[src/design/assert_macros.svh]
// assertion macros used by the encoder's command queue
`ifndef ASSERT_MACROS_SVH
`define ASSERT_MACROS_SVH
`ifndef SYNTH
// property must hold at every clock edge outside reset
`define ASSERT_AT(lbl, clk, rstn, prop, msg) \
    lbl: assert property (@(posedge clk) disable iff (!rstn) (prop)) else $error(msg);
// condition must never be seen outside reset
`define ASSERT_NEVER(lbl, clk, rstn, cond, msg) \
    lbl: assert property (@(posedge clk) disable iff (!rstn) !(cond)) else $error(msg);
`else
`define ASSERT_AT(lbl, clk, rstn, prop, msg)
`define ASSERT_NEVER(lbl, clk, rstn, cond, msg)
`endif
`endif

[src/design/uule_pkg.sv]
// shared types, constants and functions of the uuencode line encoder
package uule_pkg;

    localparam int CNT_W = 24;
    localparam int SUM_W = 18;
    localparam int BCD_DIGITS = 6;
    localparam int QDEPTH = 4;
    localparam int QAW = 2;

    localparam logic [5:0] C_LINE_BYTES = 6'd45;
    localparam logic [4:0] C_LINES_PER_SUM = 5'd20;
    localparam logic [4:0] C_DD_STEPS = 5'd18;
    localparam logic [7:0] C_NEWLINE = 8'h0A;
    localparam logic [7:0] C_DIGIT0 = 8'h30;
    localparam logic [7:0] C_ZERO_SYM = 8'h60;
    localparam logic [7:0] C_SYM_BASE = 8'h20;

    // one line-building command from the front to the back
    typedef struct packed {
        logic             has_len;
        logic [5:0]       len;
        logic             has_grp;
        logic [7:0]       b0;
        logic [7:0]       b1;
        logic [7:0]       b2;
        logic             has_nl;
        logic             has_sum;
        logic [SUM_W-1:0] sum;
    } t_cmd;

    // six-bit value to printable uuencode symbol
    function automatic logic [7:0] enc6(input logic [5:0] v);
        enc6 = (v == 6'd0) ? C_ZERO_SYM : ({2'b00, v} + C_SYM_BASE);
    endfunction

endpackage

[src/design/uule_front.sv]
// front end: takes data bytes, tracks line and block state, issues commands
module uule_front
    import uule_pkg::*;
(
    input  logic             i_clk,
    input  logic             i_rst_n,
    input  logic             i_cfg_valid,
    input  logic [CNT_W-1:0] i_byte_count,
    input  logic             i_valid,
    output logic             o_ready,
    input  logic [7:0]       i_data_byte,
    input  logic             i_full,
    output logic             o_push,
    output t_cmd             o_cmd
);

    logic [CNT_W-1:0] r_byte_count;
    logic [CNT_W-1:0] r_bytes_left, n_bytes_left;
    logic [5:0]       r_line_pos, n_line_pos;
    logic [7:0]       r_g0, n_g0, r_g1, n_g1;
    logic [1:0]       r_phase, n_phase;
    logic [SUM_W-1:0] r_sum, n_sum;
    logic [4:0]       r_lines, n_lines;

    logic             accept;
    logic [CNT_W-1:0] bl, bl_dec;
    logic [5:0]       lp, lp_inc;
    logic [1:0]       ph;
    logic [SUM_W-1:0] sum_add;
    logic [4:0]       lines_inc;
    logic             line_end;
    t_cmd             cmd;

    assign o_ready = !i_full;
    assign accept  = i_valid && !i_full;

    // next state and command for one accepted byte
    always_comb begin
        n_bytes_left = r_bytes_left;
        n_line_pos   = r_line_pos;
        n_g0         = r_g0;
        n_g1         = r_g1;
        n_phase      = r_phase;
        n_sum        = r_sum;
        n_lines      = r_lines;
        cmd          = '0;

        bl        = (r_bytes_left == '0) ? r_byte_count : r_bytes_left;
        lp        = (r_bytes_left == '0) ? 6'd0 : r_line_pos;
        ph        = (r_bytes_left == '0) ? 2'd0 : r_phase;
        bl_dec    = bl - 1'b1;
        lp_inc    = lp + 1'b1;
        sum_add   = r_sum + {{(SUM_W-8){1'b0}}, i_data_byte};
        lines_inc = r_lines + 1'b1;
        line_end  = (lp_inc >= C_LINE_BYTES) || (bl_dec == '0);

        if (bl != '0) begin
            // length symbol at line start
            cmd.has_len  = (lp == 6'd0) && (ph == 2'd0);
            cmd.len      = (bl < {{(CNT_W-6){1'b0}}, C_LINE_BYTES}) ? bl[5:0] : C_LINE_BYTES;
            n_sum        = sum_add;
            n_bytes_left = bl_dec;
            n_line_pos   = lp_inc;

            // hold byte or close the group
            if (ph != 2'd2 && !line_end) begin
                if (ph == 2'd0) begin
                    n_g0 = i_data_byte;
                end else begin
                    n_g1 = i_data_byte;
                end
                n_phase = ph + 1'b1;
            end else begin
                cmd.has_grp = 1'b1;
                cmd.b0 = (ph == 2'd0) ? i_data_byte : r_g0;
                cmd.b1 = (ph == 2'd0) ? 8'd0 : ((ph == 2'd1) ? i_data_byte : r_g1);
                cmd.b2 = (ph == 2'd2) ? i_data_byte : 8'd0;
                n_phase = 2'd0;
            end

            // line end, block sum
            if (line_end) begin
                cmd.has_nl = 1'b1;
                n_line_pos = 6'd0;
                cmd.sum    = sum_add;
                if (lines_inc >= C_LINES_PER_SUM ||
                    (bl_dec == '0 && lines_inc != 5'd0)) begin
                    cmd.has_sum = 1'b1;
                    n_sum       = '0;
                    n_lines     = 5'd0;
                end else begin
                    n_lines = lines_inc;
                end
            end
        end else begin
            n_bytes_left = '0;
            n_line_pos   = 6'd0;
            n_phase      = 2'd0;
        end
    end

    assign o_push = accept && (cmd.has_len || cmd.has_grp);
    assign o_cmd  = cmd;

    // state registers
    always_ff @(posedge i_clk) begin
        if (!i_rst_n) begin
            r_byte_count <= '0;
            r_bytes_left <= '0;
            r_line_pos   <= '0;
            r_g0         <= '0;
            r_g1         <= '0;
            r_phase      <= '0;
            r_sum        <= '0;
            r_lines      <= '0;
        end else begin
            if (i_cfg_valid) begin
                r_byte_count <= i_byte_count;
            end
            if (accept) begin
                r_bytes_left <= n_bytes_left;
                r_line_pos   <= n_line_pos;
                r_g0         <= n_g0;
                r_g1         <= n_g1;
                r_phase      <= n_phase;
                r_sum        <= n_sum;
                r_lines      <= n_lines;
            end
        end
    end

endmodule

[src/design/uule_queue.sv]
// short command queue between front and back
`include "assert_macros.svh"
module uule_queue
    import uule_pkg::*;
(
    input  logic i_clk,
    input  logic i_rst_n,
    input  logic i_push,
    input  t_cmd i_cmd,
    output logic o_full,
    input  logic i_pop,
    output logic o_nonempty,
    output t_cmd o_head
);

    t_cmd           r_mem [QDEPTH];
    logic [QAW-1:0] r_wptr, r_rptr;
    logic [QAW:0]   r_count;

    assign o_full     = (r_count == QDEPTH[QAW:0]);
    assign o_nonempty = (r_count != '0);
    assign o_head     = r_mem[r_rptr];

    // storage
    always_ff @(posedge i_clk) begin
        if (i_push) begin
            r_mem[r_wptr] <= i_cmd;
        end
    end

    // pointers and fill level
    always_ff @(posedge i_clk) begin
        if (!i_rst_n) begin
            r_wptr  <= '0;
            r_rptr  <= '0;
            r_count <= '0;
        end else begin
            if (i_push) begin
                r_wptr <= r_wptr + 1'b1;
            end
            if (i_pop) begin
                r_rptr <= r_rptr + 1'b1;
            end
            if (i_push && !i_pop) begin
                r_count <= r_count + 1'b1;
            end else if (i_pop && !i_push) begin
                r_count <= r_count - 1'b1;
            end
        end
    end

    `ASSERT_NEVER(a_push_full, i_clk, i_rst_n, i_push && o_full, "push into full queue")
    `ASSERT_NEVER(a_pop_empty, i_clk, i_rst_n, i_pop && !o_nonempty, "pop from empty queue")
    `ASSERT_AT(a_fill_up, i_clk, i_rst_n, (i_push && !i_pop) |=> (r_count == $past(r_count) + 1'b1), "fill level missed a push")
    `ASSERT_AT(a_ptr_gap, i_clk, i_rst_n, (r_count == '0) || (r_count == QDEPTH[QAW:0]) || (r_wptr != r_rptr), "pointers disagree with fill level")

endmodule

[src/design/uule_back.sv]
// back end: turns commands into characters, at most one per cycle as the receiver allows, with decimal sum text
module uule_back
    import uule_pkg::*;
(
    input  logic       i_clk,
    input  logic       i_rst_n,
    input  logic       i_cmd_valid,
    input  t_cmd       i_cmd,
    output logic       o_pop,
    output logic       o_valid,
    input  logic       i_ready,
    output logic [7:0] o_out_char,
    output logic       o_run_last
);

    typedef enum logic [3:0] {
        S_IDLE, S_LEN, S_G0, S_G1, S_G2, S_G3, S_NL, S_CONV, S_DIG, S_SNL
    } t_step;

    t_step              r_step, n_step;
    t_cmd               r_cmd, n_cmd;
    logic [SUM_W-1:0]   r_bin, n_bin;
    logic [4*BCD_DIGITS-1:0] r_bcd, n_bcd;
    logic [4:0]         r_cnt, n_cnt;
    logic [2:0]         r_dig, n_dig;
    logic               r_ovalid, n_ovalid;
    logic [7:0]         r_ochar, n_ochar;
    logic               r_olast, n_olast;

    logic               load_ok, emit, last, take_next, pop;
    logic [7:0]         ch;
    logic [4*BCD_DIGITS-1:0] adj;
    logic [2:0]         top;
    logic [3:0]         nib;

    assign load_ok = !r_ovalid || i_ready;
    assign nib     = r_bcd[{r_dig, 2'b00} +: 4];

    // add-3 correction of every digit before the shift
    always_comb begin
        adj = r_bcd;
        for (int i = 0; i < BCD_DIGITS; i++) begin
            if (r_bcd[4*i +: 4] >= 4'd5) begin
                adj[4*i +: 4] = r_bcd[4*i +: 4] + 4'd3;
            end
        end
    end

    // highest nonzero digit
    always_comb begin
        top = 3'd0;
        for (int i = 0; i < BCD_DIGITS; i++) begin
            if (r_bcd[4*i +: 4] != 4'd0) begin
                top = 3'(i);
            end
        end
    end

    // step sequencer
    always_comb begin
        n_step    = r_step;
        n_cmd     = r_cmd;
        n_bin     = r_bin;
        n_bcd     = r_bcd;
        n_cnt     = r_cnt;
        n_dig     = r_dig;
        n_ovalid  = r_ovalid && !i_ready;
        n_ochar   = r_ochar;
        n_olast   = r_olast;
        emit      = 1'b0;
        last      = 1'b0;
        ch        = C_NEWLINE;
        take_next = 1'b0;
        pop       = 1'b0;

        case (r_step)
            S_IDLE: begin
                take_next = 1'b1;
            end
            S_LEN: begin
                emit = 1'b1;
                ch   = enc6(r_cmd.len);
                last = !r_cmd.has_grp;
                if (load_ok) begin
                    n_step = S_G0;
                end
            end
            S_G0: begin
                emit = 1'b1;
                ch   = enc6(r_cmd.b0[7:2]);
                if (load_ok) begin
                    n_step = S_G1;
                end
            end
            S_G1: begin
                emit = 1'b1;
                ch   = enc6({r_cmd.b0[1:0], r_cmd.b1[7:4]});
                if (load_ok) begin
                    n_step = S_G2;
                end
            end
            S_G2: begin
                emit = 1'b1;
                ch   = enc6({r_cmd.b1[3:0], r_cmd.b2[7:6]});
                if (load_ok) begin
                    n_step = S_G3;
                end
            end
            S_G3: begin
                emit = 1'b1;
                ch   = enc6(r_cmd.b2[5:0]);
                last = !r_cmd.has_nl;
                if (load_ok) begin
                    n_step = S_NL;
                end
            end
            S_NL: begin
                emit = 1'b1;
                ch   = C_NEWLINE;
                last = !r_cmd.has_sum;
                if (load_ok) begin
                    n_step = S_CONV;
                    n_bin  = r_cmd.sum;
                    n_bcd  = '0;
                    n_cnt  = 5'd0;
                end
            end
            S_CONV: begin
                // one shift-add-3 step a cycle, then pick the digit count
                if (r_cnt != C_DD_STEPS) begin
                    n_bcd = {adj[4*BCD_DIGITS-2:0], r_bin[SUM_W-1]};
                    n_bin = {r_bin[SUM_W-2:0], 1'b0};
                    n_cnt = r_cnt + 1'b1;
                end else begin
                    n_dig  = top;
                    n_step = S_DIG;
                end
            end
            S_DIG: begin
                emit = 1'b1;
                ch   = C_DIGIT0 + {4'd0, nib};
                if (load_ok) begin
                    if (r_dig == 3'd0) begin
                        n_step = S_SNL;
                    end else begin
                        n_dig = r_dig - 1'b1;
                    end
                end
            end
            S_SNL: begin
                emit = 1'b1;
                ch   = C_NEWLINE;
                last = 1'b1;
            end
            default: begin
                n_step = S_IDLE;
            end
        endcase

        // load the output register
        if (emit && load_ok) begin
            n_ovalid = 1'b1;
            n_ochar  = ch;
            n_olast  = last;
            if (last) begin
                take_next = 1'b1;
            end
        end

        // fetch the next command
        if (take_next) begin
            if (i_cmd_valid) begin
                pop    = 1'b1;
                n_cmd  = i_cmd;
                n_step = i_cmd.has_len ? S_LEN : S_G0;
            end else begin
                n_step = S_IDLE;
            end
        end
    end

    assign o_pop      = pop;
    assign o_valid    = r_ovalid;
    assign o_out_char = r_ochar;
    assign o_run_last = r_olast;

    // state and output register
    always_ff @(posedge i_clk) begin
        if (!i_rst_n) begin
            r_step   <= S_IDLE;
            r_ovalid <= 1'b0;
            r_cnt    <= '0;
            r_dig    <= '0;
        end else begin
            r_step   <= n_step;
            r_ovalid <= n_ovalid;
            r_cnt    <= n_cnt;
            r_dig    <= n_dig;
        end
        r_cmd   <= n_cmd;
        r_bin   <= n_bin;
        r_bcd   <= n_bcd;
        r_ochar <= n_ochar;
        r_olast <= n_olast;
    end

endmodule

[src/design/uuencode_line_checksum_encoder.sv]
// top level of the uuencode line encoder with per-block decimal byte sums
//
// Usage: write the transfer length to i_byte_count (i_cfg_valid, always ready)
// while the block is idle, then send data bytes on i_valid/o_ready with
// i_data_byte. Characters come out on o_valid/i_ready as o_out_char, and
// o_run_last marks the last character that one data byte causes.
// A front end updates line and block state for one byte a cycle while the
// queue is not full, and puts a command into a four-entry queue when a line
// starts or a group closes; a back end turns each command into characters
// at most one a cycle through an output register that holds while stalled.
// A byte's command passes the queue, the back end's command register and
// the output register before its first character appears. A 45-byte line
// gives 62 characters, and each block sum goes through a binary-to-decimal
// conversion in the back end before its digits.
// Reset clears control state and the length register, not the queue or
// back-end data registers. When the receiver stalls, the output word holds,
// the queue fills and o_ready drops once it is full; no character is lost.
module uuencode_line_checksum_encoder
    import uule_pkg::*;
(
    input  logic             i_clk,
    input  logic             i_rst_n,
    input  logic             i_cfg_valid,
    output logic             o_cfg_ready,
    input  logic [CNT_W-1:0] i_byte_count,
    input  logic             i_valid,
    output logic             o_ready,
    input  logic [7:0]       i_data_byte,
    output logic             o_valid,
    input  logic             i_ready,
    output logic [7:0]       o_out_char,
    output logic             o_run_last
);

    logic q_full, q_push, q_pop, q_nonempty;
    t_cmd q_in, q_head;

    assign o_cfg_ready = 1'b1;

    // byte front end
    uule_front u_front (
        .i_clk        (i_clk),
        .i_rst_n      (i_rst_n),
        .i_cfg_valid  (i_cfg_valid),
        .i_byte_count (i_byte_count),
        .i_valid      (i_valid),
        .o_ready      (o_ready),
        .i_data_byte  (i_data_byte),
        .i_full       (q_full),
        .o_push       (q_push),
        .o_cmd        (q_in)
    );

    // command queue
    uule_queue u_queue (
        .i_clk      (i_clk),
        .i_rst_n    (i_rst_n),
        .i_push     (q_push),
        .i_cmd      (q_in),
        .o_full     (q_full),
        .i_pop      (q_pop),
        .o_nonempty (q_nonempty),
        .o_head     (q_head)
    );

    // character back end
    uule_back u_back (
        .i_clk       (i_clk),
        .i_rst_n     (i_rst_n),
        .i_cmd_valid (q_nonempty),
        .i_cmd       (q_head),
        .o_pop       (q_pop),
        .o_valid     (o_valid),
        .i_ready     (i_ready),
        .o_out_char  (o_out_char),
        .o_run_last  (o_run_last)
    );

endmodule
[config.mk]
export PLATFORM = sky130hd
export DESIGN_NAME = uuencode_line_checksum_encoder
export DESIGN_NICKNAME = d
export VERILOG_FILES = /design/src/design/uule_pkg.sv /design/src/design/uule_front.sv /design/src/design/uule_queue.sv /design/src/design/uule_back.sv /design/src/design/uuencode_line_checksum_encoder.sv
export VERILOG_INCLUDE_DIRS = /design/src /design/src/design
export SDC_FILE = /design/constraint.sdc
export NUM_CORES = 1
export LEC_CHECK = 0
export BUFFER_PORTS_ARGS = -buffer_cell sky130_fd_sc_hd__buf_4
export CAP_MARGIN = 30
export CELL_PAD_IN_SITES_DETAIL_PLACEMENT = 0
export CELL_PAD_IN_SITES_GLOBAL_PLACEMENT = 1
export CORE_MARGIN = 3
export CORE_UTILIZATION = 45
export CTS_CLUSTER_SIZE = 20
export DETAILED_ROUTE_END_ITERATION = 12
export GPL_TIMING_DRIVEN = 0
export PLACE_DENSITY = 0.75
export SKIP_CTS_REPAIR_TIMING = 1
export SLEW_MARGIN = 20
export SYNTH_ARGS = -nofsm -noshare
export SYNTH_HDL_FRONTEND = slang
export SYNTH_HIERARCHICAL = 1
export SYNTH_SLANG_ARGS = --single-unit
[constraint.sdc]
create_clock -name i_clk -period 9.52 [get_ports i_clk]
set_clock_uncertainty 0.05 [all_clocks]
set_input_delay 0.476 -clock i_clk [delete_from_list [all_inputs] [get_ports i_clk]]
set_output_delay 0.476 -clock i_clk [all_outputs]
set_load 0.005 [all_outputs]
Yosys cells after proc, flatten, opt, wreduce, memory -nomap -nowiden
Memory sizes are Yosys's and may differ from the RTL's. A register that Yosys moved wholly into a read port is not among the register bits.
Index checks and enable logic that the tools add are counted.
{"block": "classes", "n_reduce_logical": 54, "multipliers": 0, "div": 0, "n_lt_le_gt_ge": 9, "mux": 77, "shift": 1, "bitwise_logic": 1, "add_sub_neg": 23, "n_eq_ne": 29}
{"cell": "2-to-1 mux 24 bit", "count": 4}
{"cell": "2-to-1 mux 18 bit", "count": 4}
{"cell": "2-to-1 mux 8 bit", "count": 9}
{"cell": "2-to-1 mux 4 bit", "count": 16}
{"cell": "2-to-1 mux 52 bit", "count": 1}
{"cell": "zero test 24 bit", "count": 2}
{"cell": "one-hot mux 24 bit (2 select lines)", "count": 1}
{"cell": "one-hot mux 8 bit (6 select lines)", "count": 1}
{"cell": "zero test 6 bit", "count": 6}
{"cell": "one-hot mux 18 bit (2 select lines)", "count": 1}
{"cell": "one-hot mux 4 bit (9 select lines)", "count": 1}
{"cell": "adder 6 x 6 -> 7 bit, second input constant", "count": 5}
{"cell": "2-to-1 mux 25 bit", "count": 1}
{"cell": "greater-or-equal comparator 4 x 3 -> 1 bit, second input constant", "count": 6}
{"cell": "less-than comparator 24 x 6 -> 1 bit, second input constant", "count": 1}
{"cell": "2-to-1 mux 3 bit", "count": 8}
{"cell": "2-to-1 mux 6 bit", "count": 4}
{"cell": "!= test 3 x 1 -> 1 bit, second input constant", "count": 8}
{"cell": "nonzero test 24 bit", "count": 1}
{"cell": "variable part select 24 x 6 -> 4 bit", "count": 1}
{"cell": "subtractor 24 x 1 -> 24 bit, second input constant", "count": 1}
{"cell": "adder 4 x 2 -> 4 bit, second input constant", "count": 5}
{"cell": "2-to-1 mux 20 bit", "count": 1}
{"cell": "nonzero test 4 bit", "count": 5}
{"cell": "43 further kinds", "count": 101}
{"block": "totals", "latchBits": 0, "reg_bits": 217, "word_cells": 222, "mem_bits_ro": 0, "mem_count": 1, "out_inout_bits": 12, "mem_bits_rw": 208}
{"memory": "u_queue.r_mem", "words": 4, "word_bits": 52, "rd": 1, "rd_clocked_by_memory_dff": 1, "write_ports": 1, "line_no": "uule_queue.sv:16", "text": "t_cmd r_mem [QDEPTH];"}

Logic depth before layout (Yosys ltp)
Gate-level depths: netlist (run 1).
{"block": "depth", "depth_word": 15, "ltp_mapped": 26, "depth_no_buf": 20}

By module
Netlist (run 1), hierarchy kept.
{"module": "uule_queue", "area_per_inst_um2": 8011.4, "cells_each": 315, "seq_area_each_um2": 6426.2, "instances": 1}
{"module": "uule_front", "area_per_inst_um2": 6741.5, "cells_each": 852, "seq_area_each_um2": 1901.8, "instances": 1}
{"module": "uule_back", "area_per_inst_um2": 5620.4, "cells_each": 483, "seq_area_each_um2": 3293.2, "instances": 1}
{"module": "uuencode_line_checksum_encoder", "area_per_inst_um2": 11.3, "cells_each": 2, "seq_area_each_um2": 0.0, "instances": 1}

Worst setup path before layout (run 1)
OpenSTA, ideal clock, no wires.
{"block": "synth_path", "kind": "register -> register", "startpoint": "register u_front.r_bytes_left[8]", "endpoint": "memory u_queue/r_mem[0][0] (netlist name) (enable)", "arrival_time_ns": 6.606, "setup_time_ns": 0.415, "required_time_ns": 9.055, "stages_incl_launch_ff": 22, "period_less_slack_ns": 7.071, "setup_slack_ns": 2.449, "cell_sequence": "dfxtp_1 > buf_2 > or4_1 > buf_2 > or4b_1 > buf_2 > nor2_4 > clkbuf_1 > buf_1 > a21oi_1 > ha_1 > clkbuf_1 > nor4b_1 > nand3_1 > nor4_1 > o2111ai_1 > nand3b_1 > or4_1 > or4_4 > nand2_4 > o31a_1 > and2_1"}
{"block": "synth_between", "elab_chain_len": 13}
{"item": "from (decl)", "line_no": "uule_front.sv:18", "text": "logic [CNT_W-1:0] r_bytes_left, n_bytes_left;"}
{"item": "from (signal assigned)", "line_no": "uule_front.sv:121", "text": "r_bytes_left <= n_bytes_left;"}
{"item": "zero test 24 bit", "line_no": "uule_front.sv:48, uule_front.sv:49, uule_front.sv:50"}
{"item": "2-to-1 mux 24 bit or 2-to-1 mux 6 bit (tied branches)", "line_no": "uule_front.sv:48, uule_front.sv:49"}
{"item": "subtractor 24 x 1 -> 24 bit or adder 6 x 1 -> 6 bit (tied branches)", "line_no": "uule_front.sv:51, uule_front.sv:52"}
{"item": "zero test 24 bit or greater-or-equal comparator 6 bit (tied branches)", "line_no": "uule_front.sv:55", "text": "line_end = (lp_inc >= C_LINE_BYTES) || (bl_dec == '0);"}
{"item": "logical OR 1 bit", "line_no": "uule_front.sv:55"}
{"item": "zero test 1 bit", "line_no": "uule_front.sv:66", "text": "if (ph != 2'd2 && !line_end) begin"}
{"item": "logical AND 1 bit", "line_no": "uule_front.sv:66"}
{"item": "2-to-1 mux 25 bit", "line_no": "uule_front.sv:66"}
{"item": "2-to-1 mux 52 bit *", "line_no": "uule_front.sv:57", "text": "if (bl != '0) begin"}
{"item": "logical OR 1 bit *", "line_no": "uule_front.sv:102", "text": "assign o_push = accept && (cmd.has_len || cmd.has_grp);"}
{"item": "logical AND 1 bit *", "line_no": "uule_front.sv:102"}
{"item": "net q_push", "line_no": "uuencode_line_checksum_encoder.sv:35", "text": "logic q_full, q_push, q_pop, q_nonempty;"}
{"item": "2-to-1 mux 1 bit *", "line_no": "uule_queue.sv:26", "text": "if (i_push) begin"}
{"item": "2-to-1 mux 1 bit (implied by the code) *", "line_no": "uule_queue.sv:27", "text": "r_mem[r_wptr] <= i_cmd;"}
{"item": "to (decl)", "line_no": "uule_queue.sv:16"}
Mark *: on every way through the listed nets, which the timed path passes. The rest lies on a longest branch.

Worst setup path after layout (run 1)
{"block": "layout_path", "startpoint": "register u_front.r_bytes_left[17]", "endpoint": "register u_queue.r_count[2]"}
{"block": "layout_between", "elab_chain_len": 14}
{"item": "zero test 24 bit", "line_no": "uule_front.sv:48, uule_front.sv:49, uule_front.sv:50"}
{"item": "2-to-1 mux 24 bit or 2-to-1 mux 6 bit (tied branches)", "line_no": "uule_front.sv:48, uule_front.sv:49"}
{"item": "subtractor 24 x 1 -> 24 bit or adder 6 x 1 -> 6 bit (tied branches)", "line_no": "uule_front.sv:51, uule_front.sv:52"}
{"item": "zero test 24 bit or greater-or-equal comparator 6 bit (tied branches)", "line_no": "uule_front.sv:55"}
{"item": "logical OR 1 bit", "line_no": "uule_front.sv:55"}
{"item": "zero test 1 bit", "line_no": "uule_front.sv:66"}
{"item": "logical AND 1 bit", "line_no": "uule_front.sv:66"}
{"item": "2-to-1 mux 25 bit", "line_no": "uule_front.sv:66"}
{"item": "2-to-1 mux 52 bit *", "line_no": "uule_front.sv:57"}
{"item": "logical OR 1 bit *", "line_no": "uule_front.sv:102"}
{"item": "logical AND 1 bit *", "line_no": "uule_front.sv:102"}
{"item": "net q_push", "line_no": "uuencode_line_checksum_encoder.sv:35"}
{"item": "zero test 1 bit", "line_no": "uule_queue.sv:46", "text": "end else if (i_pop && !i_push) begin"}
{"item": "logical AND 1 bit", "line_no": "uule_queue.sv:46"}
{"item": "nonzero test 2 bit (no source line)"}
{"item": "to (signal assigned)", "line_no": "uule_queue.sv:45", "text": "r_count <= r_count + 1'b1;"}
{"item": "to (signal assigned)", "line_no": "uule_queue.sv:47", "text": "r_count <= r_count - 1'b1;"}
{"item": "to (decl)", "line_no": "uule_queue.sv:18", "text": "logic [QAW:0] r_count;"}
Marks and branches as above.
A chain may end at the register's enable or synchronous reset.

==> results of run 1 <==
## placed cells by master, fill, tap and decap left out, types with 45 or more instances in the layout
cell,netlist,layout
edfxtp_1,309,309
nand2_1,133,133
dfxtp_1,117,117
nor2_1,90,90
nor2b_1,83,83
mux2i_1,68,68
a21oi_1,62,62
clkbuf_1,52,61
mux4_2,54,54
nor3_1,53,53
buf_4,6,51
clkbuf_16,0,45
## state kept, by name (all words and copies together), names as in the netlist, 6 cells and up, named ones only
name and count:
u_front/r_g0 8, u_front/r_byte_count 24, u_front/r_g1 8, u_back/r_bin 18, u_back/r_bcd 24, u_front/r_line_pos 6, u_front/r_sum 18, u_queue/r_mem 208
u_back/o_out_char 7, u_front/r_bytes_left 24, u_back/r_cmd 51
## metal layers
metal | part of all wire | vias up
li1 | - | 6463
met1 | 0.45 | 6680
met2 | 0.48 | 338
met3 | 0.042 | 84
met4 | 0.028 | 0
met5 | 0 | -
## through the flow
| stage | cell area [um^2] | util |
|---|---|---|
| global route | 23100 | 0.519 |
| floorplan | 20400 | - |
| finish | 23100 | 0.519 |
| CTS | 23100 | 0.518 |
| detailed placement | 21600 | 0.486 |
| global placement | 21500 | 0.482 |
## worst max-delay path, cell delays in order (launching register included)
cell and delay (ns):
dfxtp_1 0.37, nor4_1 0.76, nand4_1 0.73, nor2_4 0.52, clkbuf_1 0.48, buf_1 0.59, a21oi_1 0.32, ha_1 0.26
clkbuf_1 0.20, nor4b_2 0.27, nand3_1 0.39, nor3_4 0.12, a21o_1 0.21, a222oi_1 0.41, nand3_1 0.33, or4_4 0.67
nand2_4 0.17, o31a_1 0.47, ha_1 0.28, inv_1 0.06, fa_1 0.37, xor2_1 0.16, or3_1 0.30, a21boi_0 0.17
## cells by family (layout without fill, tap and decap cells)
| family | count (synthesis) | count (layout) | synth area share |
|---|---|---|---|
| and+or+nand+nor | 573 | 573 | 0.152 |
| DFF | 426 | 426 | 0.570 |
| AOI/OAI and AO/OA | 298 | 298 | 0.101 |
| buffers and inverters | 136 | 272 | 0.0321 |
| muxes | 126 | 126 | 0.0967 |
| xor gates and xnor gates | 50 | 50 | 0.0215 |
| adders and majority gates | 41 | 41 | 0.0259 |
| other | 2 | 3 | 0.000368 |
## where the power goes
group / leakage (nW) / internal (mW) / total (mW) / switching, mW
Clock: 0.689 / 0.998 / 1.72 / 0.723
Sequential: 3.80 / 2.60 / 2.79 / 0.187
Combinational: 3.55 / 0.976 / 2.58 / 1.60
Total: 8.05 / 4.57 / 7.08 / 2.51
## worst paths after layout
kind	end	slack [ns]	cells after the start
worst min register to register	u_front/r_sum[0]$_SDFFE_PN0P_	0.42	2
worst max register to register	u_queue/r_count[2]$_SDFFE_PN0P_	0.74	23
worst max-delay path	u_queue/r_count[2]$_SDFFE_PN0P_	0.74	23
worst min-delay path	u_front/r_byte_count[8]$_SDFFE_PN0P_	0.09	3
## cell type report
cell class              count  area share
inverters                  44     0.00715
flip-flops and latches    426       0.503
repair buffers             54      0.0212
diodes                      1    0.000108
plain buffers              92      0.0212
clock buffers              56      0.0514
multi-input cells        1090       0.353
well taps                 592      0.0321
clock inverters            26      0.0109
==> impl_metrics.yaml, run 1 <==
outcome:
  outcome: "completed"
sta:
  timing.fmax_mhz: 114
  maxSlewViolCount: 0
  tightest_slew_ns: 0.928
  slew_headroom: 0.376
  rsz0062_at_grt: "no"
  setup_slack_ns: 0.744
  setup-violations-final: 0
  period_share: 0.922
  finalSetupTns_ns: 0
  hold-worst-slack_ns: 0.0912
  hold_violations: 0
  final.min_clock_period_ns: 8.78
die:
  chipHeight_um: 219
  coreArea_um2: 44500
  io_pins: 49
  start_util: 0.458
  dieArea_um2: 47900
  fp-row-count: 77
  die_x_um: 219
placed_design:
  dp_hpwl_um: 34500
  placedCellCount: 2296
  io_buffers: 45
  pre_cts_slack_ns: 0.982
  place_congestion: 0.894
grt:
  grt_max_degree: 55
  grt_overflow: 0
  met3_usage: 0.0323
  grt_pass1_vias: 13600
  use_met2: 0.338
  grt_antenna_before_repair: 0
  grt_pass1_wl_um: 76800
  grt_usage: 0.205
  grt-busiest-layer: "met2"
  grt_use_met1: 0.281
clocking:
  cts.reportedPaths.clkPinSlew_ns: 0.06
  max-clock-path-buffers: 3
  cts.sinks: 426
  cts_root_buffer: "clkbuf_16"
  cts_tree: "done"
  ctsHtreeMaxLevel: 2
  cts_buffers: 45
  insertion_delay_ns: 0.59
synthesis:
  syn_nets: 1730
  ys_types: 96
  synthCells: 1652
  syn_area_um2: 20400
  synth.avg_cell_area_um2: 12.3
  ys_top_cells_by_area: "edfxtp_1 46%, dfxtp_1 11%, mux4_2 6.0%, mux2i_1 3.3%, nor2b_1 2.5%"
  synth_edf_count: 309
  ys_async_sr_fraction: 0
  ys_ff_latch: 426
  synthTopCellsByCount: "309 x edfxtp_1, 133 x nand2_1, 117 x dfxtp_1"
  ys_seq_area_frac: 0.570
  synth_warnings: 6
  yosys.area.top_type: "edfxtp_1"
  yosysMostFrequentCell: "edfxtp_1"
  dominantRegCellSynth: "edfxtp_1"
  netlist.area_leader.share: 0.455
final_layout:
  regArea_um2: 11600
  stdcell_count: 2381
  fill_cells: 3923
  multi_input_area_um2: 8140
  drive_gt1_frac: 0.138
  nets: 1831
  synthToLayoutAreaGrowth_pct: 13.3
drt:
  vias_per_cell: 5.70
  wl_um: 48300
  post_drt_wl_per_cell_um: 20.3
  dr.pass1.iters: 7
  vias: 13600
  ant_nets: 0
  drt_iter0_markers: 1188
  drc_errors: 0
pwr:
  ir_worst_vdd_mv: 0.194
  p_per_area_nw_per_um2: 307
  p_leak_nw: 8.05
  total_power_mw: 7.08
critical_path:
  required_ns: 9.98
  critPathCaptureType: "flip-flop"
  startpoint: "u_front/r_bytes_left[17]$_SDFFE_PN0P_"
  reg2reg_from: "u_front/r_bytes_left[17]$_SDFFE_PN0P_"
  arrival_ns: 9.24
  critPathLaunchType: "flip-flop"
  path_class: "flip-flop to flip-flop"
  path_max_fanout: 10
worst_hold_path:
  hold_path.class: "primary input to flip-flop"
  worstHoldStart: "i_byte_count[8]"
run:
  cap_violations: 0
Note: power is estimated with default switching activity, not from simulation.
==> inputs of run 2 (changes only) <==
ABC_CLOCK_PERIOD_IN_PS = 7500   (was not set)
CAP_MARGIN = not set   (was 30)
PLACE_DENSITY = 0.78   (was 0.75)
clock period = 7.5 ns   (was 9.52 ns; I/O delays follow)
==> impl_metrics.yaml, run 2 (synthesis gave the netlist of run 1 again) <==
outcome:
  outcome: "finished with violations"
  violations: "hold timing"
final_layout:
  largest_register_ffs: 208
  drive_gt1_frac: 0.149
  antenna_cells: 0
  final_cell_mix: "309 x edfxtp_1, 133 x nand2_1, 117 x dfxtp_1, 90 x nor2_1, 83 x nor2b_1"
  layout_commonest_cell: "edfxtp_1"
  regMostFlops: "u_queue/r_mem"
  fin_area_um2: 23200
  nets: 1841
  synthToLayoutAreaGrowth_pct: 13.9
  reg_top3: "u_queue/r_mem: 208 flops, u_back/r_cmd: 51 flops"
  stdcell_count: 2389
  fill_cells: 3820
critical_path:
  rrSetupSlack_ns: 0.27
  path_max_fanout: 10
  path_class: "flip-flop to flip-flop"
  critPathCaptureType: "flip-flop"
  reg2reg_depth: 26
  critPathLaunchType: "flip-flop"
  arrival_ns: 7.69
  startpoint: "u_front/r_bytes_left[9]$_SDFFE_PN0P_"
  r2r_end: "u_queue/r_count[2]$_SDFFE_PN0P_"
  reg2reg_from: "u_front/r_bytes_left[9]$_SDFFE_PN0P_"
  required_ns: 7.96
  crit_path_end: "u_queue/r_count[2]$_SDFFE_PN0P_"
placed_design:
  dp_hpwl_um: 34300
  place_congestion: 0.928
  placedCellCount: 2296
  place_area_um2: 21600
  pre_cts_slack_ns: -1.26
  io_buffers: 45
run:
  cap_violations: 0
grt:
  use_met2: 0.340
  grt_antenna_before_repair: 0
  grt-busiest-layer: "met2"
  grt_use_met1: 0.276
  grt_pass1_vias: 13500
  grt_pass1_wl_um: 76400
  grt_max_degree: 55
  grt_usage: 0.204
  met3_usage: 0.0270
  grt_overflow: 0
pwr:
  total_power_mw: 9.07
  p_comb_frac: 0.372
  ir_worst_vdd_mv: 0.196
  p_int_mw: 5.83
  p_seq_frac: 0.390
  p_per_area_nw_per_um2: 391
  p_leak_nw: 8.12
  clkPwrFrac: 0.238
  p_switching_mw: 3.24
  swShare: 0.357
clocking:
  ctsHtreeMaxLevel: 2
  cts_tree: "done"
  cts_root_buffer: "clkbuf_16"
  max-clock-path-buffers: 3
  cts.reportedPaths.clkPinSlew_ns: 0.06
  cts_buffers: 45
  insertion_delay_ns: 0.59
  cts.sinks: 426
die:
  dieArea_um2: 47900
  io_pins: 49
  start_util: 0.458
  fp-row-count: 77
  coreArea_um2: 44500
  die_x_um: 219
  chipHeight_um: 219
sta:
  setup-violations-final: 0
  maxSlewViolCount: 0
  hold_violations: 1
  hold-worst-slack_ns: -0.000995
  final.min_clock_period_ns: 7.23
  timing.fmax_mhz: 138
  setup_slack_ns: 0.267
  period_share: 0.964
  tightest_slew_ns: 1.05
  slew_headroom: 0.291
drt:
  dr.pass1.iters: 5
  vias_per_cell: 5.75
  post_drt_wl_per_cell_um: 20.4
  wl_um: 48700
  drt_iter0_markers: 1261
  ant_nets: 0
  vias: 13700
  drc_errors: 0
worst_hold_path:
  worstHoldStart: "i_byte_count[9]"
  hold_path.class: "primary input to flip-flop"
  min_path_cells: 3
==> run 2: area by class of cell <==
class	count	area (um^2)	share of cell area
Clock buffer	53	1160	0.0498
Inverter	44	165	0.00711
Sequential cell	426	11600	0.501
Tap cell	592	741	0.0319
Buffer	91	493	0.0212
Timing Repair Buffer	65	577	0.0248
Multi-Input combinational cell	1090	8180	0.352
Clock inverter	28	283	0.0122
==> run 2: worst max-delay path, cell delays in order (launching register included) <==
cell and delay (ns):
dfxtp_1 0.31, clkbuf_1 0.26, or4_1 0.16, buf_2 0.21, or4b_1 0.14, buf_2 0.27
nor2_4 0.12, clkbuf_4 0.21, clkbuf_4 0.24, a21oi_1 0.32, ha_1 0.20, clkbuf_1 0.30
nor4b_4 0.36, and3_1 0.36, nand4_1 0.13, a221oi_1 0.40, xnor2_1 0.20, or4_1 0.60
or4_4 0.59, nand2_4 0.17, o31a_4 0.24, ha_1 0.21, inv_1 0.06, fa_1 0.38
xor2_1 0.16, or3_1 0.31, a21boi_0 0.17
==> run 2: metrics by stage <==
stage,util,setup TNS [ns]
after floorplan,-,0
after global placement,0.482,-529.37
after detailed placement,0.486,-193.82
after CTS,0.518,-192.61
after global routing,0.522,-0.0152
final,0.522,0
==> run 2: power by group through the flow <==
stage	sequential [mW]	combinational, mW	clock (mW)
5_1_grt	3.59	3.65	2.31
3_5_place_dp	3.57	3.22	0
4_1_cts	3.53	3.24	2.21
2_1_floorplan	3.50	2.29	0
3_3_place_gp	3.58	3.15	0
6_report	3.54	3.37	2.16
==> run 2: worst min-delay path by stage <==
stage	endpoint	slack [ns]
after floorplan	u_front/r_sum[0]$_SDFFE_PN0P_	0.39
after global placement	u_front/r_phase[0]$_SDFFE_PN0P_	0.40
after detailed placement	u_front/r_phase[0]$_SDFFE_PN0P_	0.41
after CTS	u_front/r_byte_count[14]$_SDFFE_PN0P_	-0.03
after global routing	u_front/r_byte_count[13]$_SDFFE_PN0P_	0.0009
final	u_front/r_byte_count[9]$_SDFFE_PN0P_	-0.001
==> run 2: per-layer routing <==
metal	up-vias	part of all wire
met5	-	0
met4	0	0.030
met3	98	0.044
met2	340	0.48
met1	6813	0.44
li1	6476	-
